$ cat config.mk
export PLATFORM = sky130hd
export DESIGN_NAME = cdgr_mix_flat
export DESIGN_NICKNAME = d
export VERILOG_FILES = /design/src/hdl/cdgr_pkg.sv /design/src/hdl/cdgr_if.sv /design/src/hdl/cdgr_mix.sv /design/src/flat_wrapper.sv
export VERILOG_INCLUDE_DIRS = /design/src /design/src/hdl
export SDC_FILE = /design/constraint.sdc
export NUM_CORES = 2
export LEC_CHECK = 0
export BUFFER_PORTS_ARGS = -buffer_cell sky130_fd_sc_hd__buf_2
export CORE_MARGIN = 3
export CORE_UTILIZATION = 64
export DETAILED_ROUTE_END_ITERATION = 12
export PLACE_DENSITY_LB_ADDON = 0.3
export SLEW_MARGIN = 20
export SYNTH_ARGS = -nofsm -noshare
export SYNTH_HDL_FRONTEND = slang
export SYNTH_SLANG_ARGS = --single-unit
$ cat constraint.sdc
create_clock -name clk -period 8.02 [get_ports clk]
set_input_delay 0.802 -clock clk [delete_from_list [all_inputs] [get_ports clk]]
set_output_delay 0.802 -clock clk [all_outputs]
set_load 0.05 [all_outputs]
$ cat src/hdl/channel_delay_gain_router_assert.svh
// assertion macros shared by the delay-gain router modules
// expects clk and rst_n in the scope of the module that uses them
`ifndef CHANNEL_DELAY_GAIN_ROUTER_ASSERT_SVH
`define CHANNEL_DELAY_GAIN_ROUTER_ASSERT_SVH

// same-cycle implication, off during reset
`define CDGR_ASSERT_IMPLIES(label, ante, cons, msg) \
    label: assert property (@(posedge clk) disable iff (!rst_n) (ante) |-> (cons)) \
        else $error(msg);

// next-cycle implication, off during reset
`define CDGR_ASSERT_NEXT(label, ante, cons, msg) \
    label: assert property (@(posedge clk) disable iff (!rst_n) (ante) |=> (cons)) \
        else $error(msg);

`endif

$ cat src/hdl/cdgr_pkg.sv
// types, constants and register codes of the delay-gain router
// no dependencies
package cdgr_pkg;

    localparam int MAX_CHANNELS_DEF = 8;
    localparam int MAX_DELAY_DEF    = 4096;
    localparam int SAMPLE_BITS_DEF  = 24;
    localparam int GAIN_FRAC_DEF    = 12;

    localparam int NUM_POS     = 8;
    localparam int NUM_OUT     = 8;
    localparam int NUM_BANKS   = 2;
    localparam int POS_W       = 3;
    localparam int OUT_IDX_W   = 3;
    localparam int CNT_W       = 4;
    localparam int GAIN_W      = 16;
    localparam int DLY_FIELD_W = 12;
    localparam int ROUTE_W     = 4;
    localparam int ACC_W       = 32;
    localparam int CFG_IDX_W   = 3;
    localparam int CFG_DATA_W  = 64;

    localparam logic [CNT_W-1:0]  CC_RST     = 4'd2;
    localparam logic [63:0]       GAINS_RST  = 64'h1000_1000_1000_1000;
    localparam logic [47:0]       DELAYS_RST = 48'h0;
    localparam logic [31:0]       ROUTE_RST  = 32'hFEDC_BA98;

    typedef enum logic [CFG_IDX_W-1:0] {
        REG_CHANNEL_COUNT = 3'd0,
        REG_GAINS_LOW     = 3'd1,
        REG_GAINS_HIGH    = 3'd2,
        REG_DELAYS_LOW    = 3'd3,
        REG_DELAYS_HIGH   = 3'd4,
        REG_ROUTE_TABLE   = 3'd5
    } cfg_reg_t;

    typedef struct packed {
        logic                        valid;
        logic                        routed;
        logic                        frame_end;
        logic [OUT_IDX_W-1:0]        tgt;
        logic signed [GAIN_W-1:0]    gain;
        logic [CNT_W-1:0]            n;
    } mix_req_t;

endpackage

$ cat src/hdl/cdgr_if.sv


interface cdgr_out_if #(
    parameter int SAMPLE_BITS = cdgr_pkg::SAMPLE_BITS_DEF
) ();
    import cdgr_pkg::*;

    logic                          valid;
    logic                          ready;
    logic signed [SAMPLE_BITS-1:0] sample_out;
    logic [OUT_IDX_W-1:0]          out_channel;
    logic                          frame_last;

    modport source (output valid, output sample_out, output out_channel, output frame_last,
                    input ready);
    modport sink (input valid, input sample_out, input out_channel, input frame_last,
                  output ready);
endinterface

$ cat src/hdl/cdgr_mix.sv
// gain multiply, banked accumulator memory and frame output drain
// depends on cdgr_pkg, cdgr_if and channel_delay_gain_router_assert.svh
`include "channel_delay_gain_router_assert.svh"

module cdgr_mix #(
    parameter int SAMPLE_BITS = cdgr_pkg::SAMPLE_BITS_DEF,
    parameter int GAIN_FRAC   = cdgr_pkg::GAIN_FRAC_DEF
) (
    input  logic                          clk,
    input  logic                          rst_n,
    input  cdgr_pkg::mix_req_t            req,
    input  logic signed [SAMPLE_BITS-1:0] old_sample,
    output logic                          bank_free,
    cdgr_out_if.source                    mix_ch
);
    import cdgr_pkg::*;

    localparam int PROD_W   = SAMPLE_BITS + GAIN_W;
    localparam int SUM_W    = ((PROD_W > ACC_W) ? PROD_W : ACC_W) + 1;
    localparam int ACC_AW   = 1 + OUT_IDX_W;
    localparam int ACC_DEPTH = NUM_BANKS * NUM_OUT;
    localparam int RND_HALF = 1 << (GAIN_FRAC - 1);
    localparam logic signed [SUM_W-1:0] SUM_MAX = SUM_W'((64'sd1 <<< (ACC_W - 1)) - 64'sd1);
    localparam logic signed [SUM_W-1:0] SUM_MIN = -SUM_MAX - SUM_W'(1);
    localparam logic signed [ACC_W-1:0] OUT_MAX =
        ACC_W'((64'sd1 <<< (SAMPLE_BITS - 1)) - 64'sd1);
    localparam logic signed [ACC_W-1:0] OUT_MIN = -OUT_MAX - ACC_W'(1);

    // bank bookkeeping
    logic                  cur_bank_reg;
    logic [NUM_BANKS-1:0]  full_reg;
    logic [CNT_W-1:0]      n_reg [NUM_BANKS];

    // multiply stage
    logic                     s1_valid_reg;
    logic                     s1_routed_reg;
    logic                     s1_bank_reg;
    logic [OUT_IDX_W-1:0]     s1_tgt_reg;
    logic signed [GAIN_W-1:0] s1_gain_reg;

    // accumulate stage
    logic                     s2_valid_reg;
    logic                     s2_routed_reg;
    logic                     s2_bank_reg;
    logic [OUT_IDX_W-1:0]     s2_tgt_reg;
    logic signed [PROD_W-1:0] s2_prod_reg;
    logic signed [ACC_W-1:0]  acc_rd_reg;
    logic                     acc_hit_reg;

    logic signed [ACC_W-1:0]  acc_mem [ACC_DEPTH];
    logic [NUM_OUT-1:0]       acc_valid_reg [NUM_BANKS];

    // drain
    logic                     em_bank_reg;
    logic [OUT_IDX_W-1:0]     em_idx_reg;
    logic                     rd_pend_reg;
    logic signed [ACC_W-1:0]  em_rd_reg;
    logic                     em_hit_reg;
    logic [OUT_IDX_W-1:0]     em_ch_reg;
    logic                     em_last_reg;

    logic                          out_valid_reg;
    logic signed [SAMPLE_BITS-1:0] out_sample_reg;
    logic [OUT_IDX_W-1:0]          out_channel_reg;
    logic                          out_last_reg;

    logic                     inflight;
    logic                     em_issue;
    logic                     em_last;
    logic [ACC_AW-1:0]        s1_addr;
    logic [ACC_AW-1:0]        s2_addr;
    logic [ACC_AW-1:0]        em_addr;
    logic                     acc_we;
    logic signed [PROD_W-1:0] mul_a;
    logic signed [PROD_W-1:0] mul_b;
    logic signed [PROD_W-1:0] prod_rnd;
    logic signed [PROD_W-1:0] prod_q;
    logic signed [ACC_W-1:0]  acc_base;
    logic signed [SUM_W-1:0]  acc_sum;
    logic signed [ACC_W-1:0]  acc_new;
    logic signed [ACC_W-1:0]  em_val;
    logic signed [SAMPLE_BITS-1:0] em_sat;

    always_comb
    begin
        inflight = (s1_valid_reg && (s1_bank_reg == em_bank_reg)) ||
                   (s2_valid_reg && (s2_bank_reg == em_bank_reg));
        em_issue = full_reg[em_bank_reg] && !inflight && !rd_pend_reg &&
                   (!out_valid_reg || mix_ch.ready);
        em_last  = (CNT_W'(em_idx_reg) + CNT_W'(1)) == n_reg[em_bank_reg];
        bank_free = !full_reg[cur_bank_reg] ||
                    (em_issue && em_last && (em_bank_reg == cur_bank_reg));

        s1_addr = {s1_bank_reg, s1_tgt_reg};
        s2_addr = {s2_bank_reg, s2_tgt_reg};
        em_addr = {em_bank_reg, em_idx_reg};
        acc_we  = s2_valid_reg && s2_routed_reg;

        mul_a = PROD_W'(old_sample);
        mul_b = PROD_W'(s1_gain_reg);

        // round to nearest, ties up
        prod_rnd = s2_prod_reg + PROD_W'(RND_HALF);
        prod_q   = prod_rnd >>> GAIN_FRAC;
        acc_base = acc_hit_reg ? acc_rd_reg : '0;
        acc_sum  = SUM_W'(acc_base) + SUM_W'(prod_q);
        if (acc_sum > SUM_MAX)
        begin
            acc_new = ACC_W'(SUM_MAX);
        end
        else if (acc_sum < SUM_MIN)
        begin
            acc_new = ACC_W'(SUM_MIN);
        end
        else
        begin
            acc_new = ACC_W'(acc_sum);
        end

        em_val = em_hit_reg ? em_rd_reg : '0;
        if (em_val > OUT_MAX)
        begin
            em_sat = SAMPLE_BITS'(OUT_MAX);
        end
        else if (em_val < OUT_MIN)
        begin
            em_sat = SAMPLE_BITS'(OUT_MIN);
        end
        else
        begin
            em_sat = SAMPLE_BITS'(em_val);
        end
    end

    always_ff @(posedge clk or negedge rst_n)
    begin
        if (!rst_n)
        begin
            cur_bank_reg  <= 1'b0;
            full_reg      <= '0;
            for (int b = 0; b < NUM_BANKS; b++)
            begin
                n_reg[b]         <= '0;
                acc_valid_reg[b] <= '0;
            end
            s1_valid_reg  <= 1'b0;
            s1_routed_reg <= 1'b0;
            s1_bank_reg   <= 1'b0;
            s2_valid_reg  <= 1'b0;
            s2_routed_reg <= 1'b0;
            s2_bank_reg   <= 1'b0;
            em_bank_reg   <= 1'b0;
            em_idx_reg    <= '0;
            rd_pend_reg   <= 1'b0;
            out_valid_reg <= 1'b0;
        end
        else
        begin
            s1_valid_reg  <= req.valid;
            s1_routed_reg <= req.valid && req.routed;
            if (req.valid)
            begin
                s1_bank_reg <= cur_bank_reg;
            end
            s2_valid_reg  <= s1_valid_reg;
            s2_routed_reg <= s1_routed_reg;
            s2_bank_reg   <= s1_bank_reg;

            if (acc_we)
            begin
                acc_valid_reg[s2_bank_reg][s2_tgt_reg] <= 1'b1;
            end

            rd_pend_reg <= em_issue;
            if (em_issue)
            begin
                if (em_last)
                begin
                    em_idx_reg                 <= '0;
                    em_bank_reg                <= ~em_bank_reg;
                    full_reg[em_bank_reg]      <= 1'b0;
                    acc_valid_reg[em_bank_reg] <= '0;
                end
                else
                begin
                    em_idx_reg <= em_idx_reg + OUT_IDX_W'(1);
                end
            end

            // a frame end closes the current bank and hands it to the drain
            if (req.valid && req.frame_end)
            begin
                full_reg[cur_bank_reg] <= 1'b1;
                n_reg[cur_bank_reg]    <= req.n;
                cur_bank_reg           <= ~cur_bank_reg;
            end

            if (rd_pend_reg)
            begin
                out_valid_reg <= 1'b1;
            end
            else if (mix_ch.ready)
            begin
                out_valid_reg <= 1'b0;
            end
        end
    end

    always_ff @(posedge clk)
    begin
        if (req.valid)
        begin
            s1_tgt_reg  <= req.tgt;
            s1_gain_reg <= req.gain;
        end
        s2_tgt_reg  <= s1_tgt_reg;
        s2_prod_reg <= mul_a * mul_b;
        acc_rd_reg  <= acc_mem[s1_addr];
        acc_hit_reg <= acc_valid_reg[s1_bank_reg][s1_tgt_reg];
        if (acc_we)
        begin
            acc_mem[s2_addr] <= acc_new;
        end
        if (em_issue)
        begin
            em_rd_reg   <= acc_mem[em_addr];
            em_hit_reg  <= acc_valid_reg[em_bank_reg][em_idx_reg];
            em_ch_reg   <= em_idx_reg;
            em_last_reg <= em_last;
        end
        if (rd_pend_reg)
        begin
            out_sample_reg  <= em_sat;
            out_channel_reg <= em_ch_reg;
            out_last_reg    <= em_last_reg;
        end
    end

    assign mix_ch.valid       = out_valid_reg;
    assign mix_ch.sample_out  = out_sample_reg;
    assign mix_ch.out_channel = out_channel_reg;
    assign mix_ch.frame_last  = out_last_reg;

    `CDGR_ASSERT_IMPLIES(a_req_spacing, s1_valid_reg, !req.valid, "samples closer than two cycles")
    `CDGR_ASSERT_IMPLIES(a_drain_no_overlap, em_issue && acc_we, s2_bank_reg != em_bank_reg, "write into draining bank")
    `CDGR_ASSERT_IMPLIES(a_out_slot_free, rd_pend_reg, !out_valid_reg, "output register overrun")

endmodule

$ cat src/flat_wrapper.sv
// flat-port wrapper written by rule: the top's interface ports become plain ports
module cdgr_mix_flat import cdgr_pkg::*;
#(
    parameter int SAMPLE_BITS = cdgr_pkg::SAMPLE_BITS_DEF,
    parameter int GAIN_FRAC   = cdgr_pkg::GAIN_FRAC_DEF
)
  (clk, rst_n, req, old_sample, bank_free, mix_ch_valid, mix_ch_sample_out, mix_ch_out_channel, mix_ch_frame_last, mix_ch_ready);
  cdgr_out_if #(.SAMPLE_BITS(SAMPLE_BITS)) mix_ch_i ();
  input  logic clk;
  input  logic rst_n;
  input  cdgr_pkg::mix_req_t req;
  input  logic signed [SAMPLE_BITS-1:0] old_sample;
  output logic bank_free;
  output wire logic [$bits(mix_ch_i.valid)-1:0] mix_ch_valid;
  output wire logic [$bits(mix_ch_i.sample_out)-1:0] mix_ch_sample_out;
  output wire logic [$bits(mix_ch_i.out_channel)-1:0] mix_ch_out_channel;
  output wire logic [$bits(mix_ch_i.frame_last)-1:0] mix_ch_frame_last;
  input wire logic [$bits(mix_ch_i.ready)-1:0] mix_ch_ready;
  assign mix_ch_valid = mix_ch_i.valid;
  assign mix_ch_sample_out = mix_ch_i.sample_out;
  assign mix_ch_out_channel = mix_ch_i.out_channel;
  assign mix_ch_frame_last = mix_ch_i.frame_last;
  assign mix_ch_i.ready = mix_ch_ready;
  cdgr_mix #(.SAMPLE_BITS(SAMPLE_BITS), .GAIN_FRAC(GAIN_FRAC)) u_core (.clk(clk), .rst_n(rst_n), .req(req), .old_sample(old_sample), .bank_free(bank_free), .mix_ch(mix_ch_i));
endmodule
==> impl_metrics.toml <==
[worst_setup_path]
required_ps = 8560
crit_buf_inv = 3
critPathLaunch = "u_core.s1_gain_reg[15]"
crit_top_cell = "fa_1"
crit_type = "reg2reg"
critPathTopFamily = "adder cells"
critPathCaptureType = "flop"
cpPeakStageDelay_ps = 690
crit_slowest_cell = "clkinv_1"
r2r-start = "u_core.s1_gain_reg[15]"
worstSetupStartpointType = "flop"
path_max_fanout = 18
cp_data_arrival_time_ps = 7950
crit_chain = "clkinv_1 -> nor2_1 -> fa_1 -> fa_1 -> fa_1 -> fa_1 -> fa_1 -> inv_1 -> fa_1 -> inv_1 -> ha_1 -> nand3_1 -> nor4_1 -> a32oi_1 -> a21o_1 -> a211oi_1 -> o21ai_0 -> and3_1 -> nor3_1 -> xnor2_1"

[yosys]
netlist_area_um2 = 45200
synth_common_cells = "edfxtp_1, inv_1, fa_1, nand2_1, mux4_2"
seq_area_frac_synth_pct = 44.7
synth-edff-count = 596
synth_top_area_share_pct = 39.6
ys_seq_elements = 700
synth_warnings = 0
async_reset_ff_share_pct = 5.57
avgSynthCellArea_um2 = 13.3
synthFlopType = "edfxtp_1"
syn-num-nets = 3940
synth_most_common_cell = "edfxtp_1"
synth_cell_types = 69
ys_top_cells_by_area = "edfxtp_1, fa_1, mux4_2, inv_1, ha_1"
yosysTopAreaCell = "edfxtp_1"
syn_inst = 3384

[sta]
fin_crit_sh_pct = 92.4
hold_viol = 0
finalSetupTns_ps = 0
fmax_mhz = 135
worst_clock_skew_ps = 46.7
grt_setup_unrepaired = "false"
min_period_ps = 7410
worst_slew_pin_slew_ps = 1190
finalSetupViolations = 0
final_max_slew_viol_count = 0
max-slew-margin-rel_pct = 20.8

[clock_network]
post-cts-setup-buffers = 0
cts.clk_slew.worst_paths_ps = 60
numCtsBuffers = 74
post_cts_resized = 0
hold_buffers = 0
clk_latency_ps = 650
clockBufferDepth = 3
cts_max_level = 3
cts-root-buf = "clkbuf_16"
clock-sinks = 700
cts_tree = "done"

[place]
globalplace.congestion = 0.890
dp.final_hpwl_um = 71000
portBuffers = 82

[drt]
via_count = 28778
drc_errors = 0
detail-route-antenna-nets = 0
drtPass1Iterations = 5
drtIter0Drc = 3292
wl_um = 113000
wl_per_cell_um = 25.7
routed_via_density = 6.53

[finish]
finish.utilization_pct = 70.9
drive_gt1_share_pct = 15.5
nets = 3972
register_area_um2 = 20200
area_growth_pct = 8.58
multi_input_area_um2 = 22700
largest_register_ffs = 512
antenna-diode-count = 0
fillers = 4518

[die]
ios = 83
die_area_um2 = 73800
dieWidth_um = 272
start_util_pct = 65.3
die_h_um = 272
rows = 96
core_um2 = 69200

[run]
max_cap_violations = 0

[grt]
grt_max_degree = 131
antenna_found_initial = 0
grt_usage_pct = 31.8
grt_pass1_wl_um = 178000
grt_pass1_vias = 31191
overflow = 0

[status]
run_status = "completed"

[min_path]
hold_class = "in2async"
cell usage in the layout, fill, tap and decap left out, types with 12 or more instances in the layout:
master	n
xnor2_1	64
dfxtp_1	65
ha_1	129
and2_1	181
nand4_1	17
a21o_1	69
buf_4	36
fa_1	374
edfxtp_1	596
clkinv_1	16
xor2_1	24
nand2b_1	17
nand2_1	317
mux2i_1	109
clkbuf_16	75
a22oi_1	32
a221oi_1	32
o21ai_0	80
buf_2	82
nand3_1	25
nor3_1	14
nor2_4	12
mux4_2	234
nor2_1	76
mux2_2	34
o21a_1	24
a21oi_1	84
inv_1	456
dfrtp_1	34
clkbuf_1	14
and3_1	12
metal layers:
metal	vias to the layer above	track usage [%]	part of all wire, %
li1	11932	-	-
met1	14726	41.0	36
met2	1736	53.9	51
met3	384	5.19	9.2
met4	0	13.9	4.7
met5	-	0	0
layout make-up:
class | instances | area share (%)
Multi-Input combinational cell | 2061 | 46.4
Sequential cell | 700 | 41.2
Clock buffer | 93 | 4.05
Inverter | 458 | 3.51
Tap cell | 931 | 2.38
Timing Repair Buffer | 121 | 1.53
Clock inverter | 43 | 1.02
path summary, 6_finish.rpt:
| check | to | slack (ps) | cells past startpoint |
|---|---|---|---|
| max | u_core.s2_prod_reg[39] | 610 | 20 |
| max reg2reg | u_core.s2_prod_reg[39] | 610 | 20 |
| min reg2reg | u_core.s2_routed_reg | 340 | 0 |
| max in group asynchronous | u_core.em_idx_reg[0] | 7100 | 1 |
| min in group clk | u_core.s2_routed_reg | 340 | 0 |
| min | u_core.n_reg[6] | 280 | 1 |
per-stage QoR:
step / instance area [um2] / hold slack [ps] / setup WS [ps] / std cells
5_1_grt: 49000 / 321 / 150 / 4407
2_1_floorplan: 45200 / 331 / 1440 / 3384
3_3_place_gp: 46500 / 354 / 877 / 4270
3_5_place_dp: 46500 / 354 / 701 / 4270
4_1_cts: 49000 / 281 / 664 / 4406
6_report: 49000 / 278 / 609 / 4407
kinds of logic after synthesis:
logic type | after synthesis | share of synthesized area, %
muxes | 377 | 14.9
DFF | 700 | 44.7
and+or+nand+nor | 716 | 7.66
xor gates and xnor gates | 88 | 1.71
AOI/OAI and AO/OA | 372 | 5.49
adders and majority gates | 508 | 20.3
buffers and inverters | 623 | 5.26
Power is not shown: default switching activity piles up to over one toggle a cycle in this logic, so the estimate is an artifact.
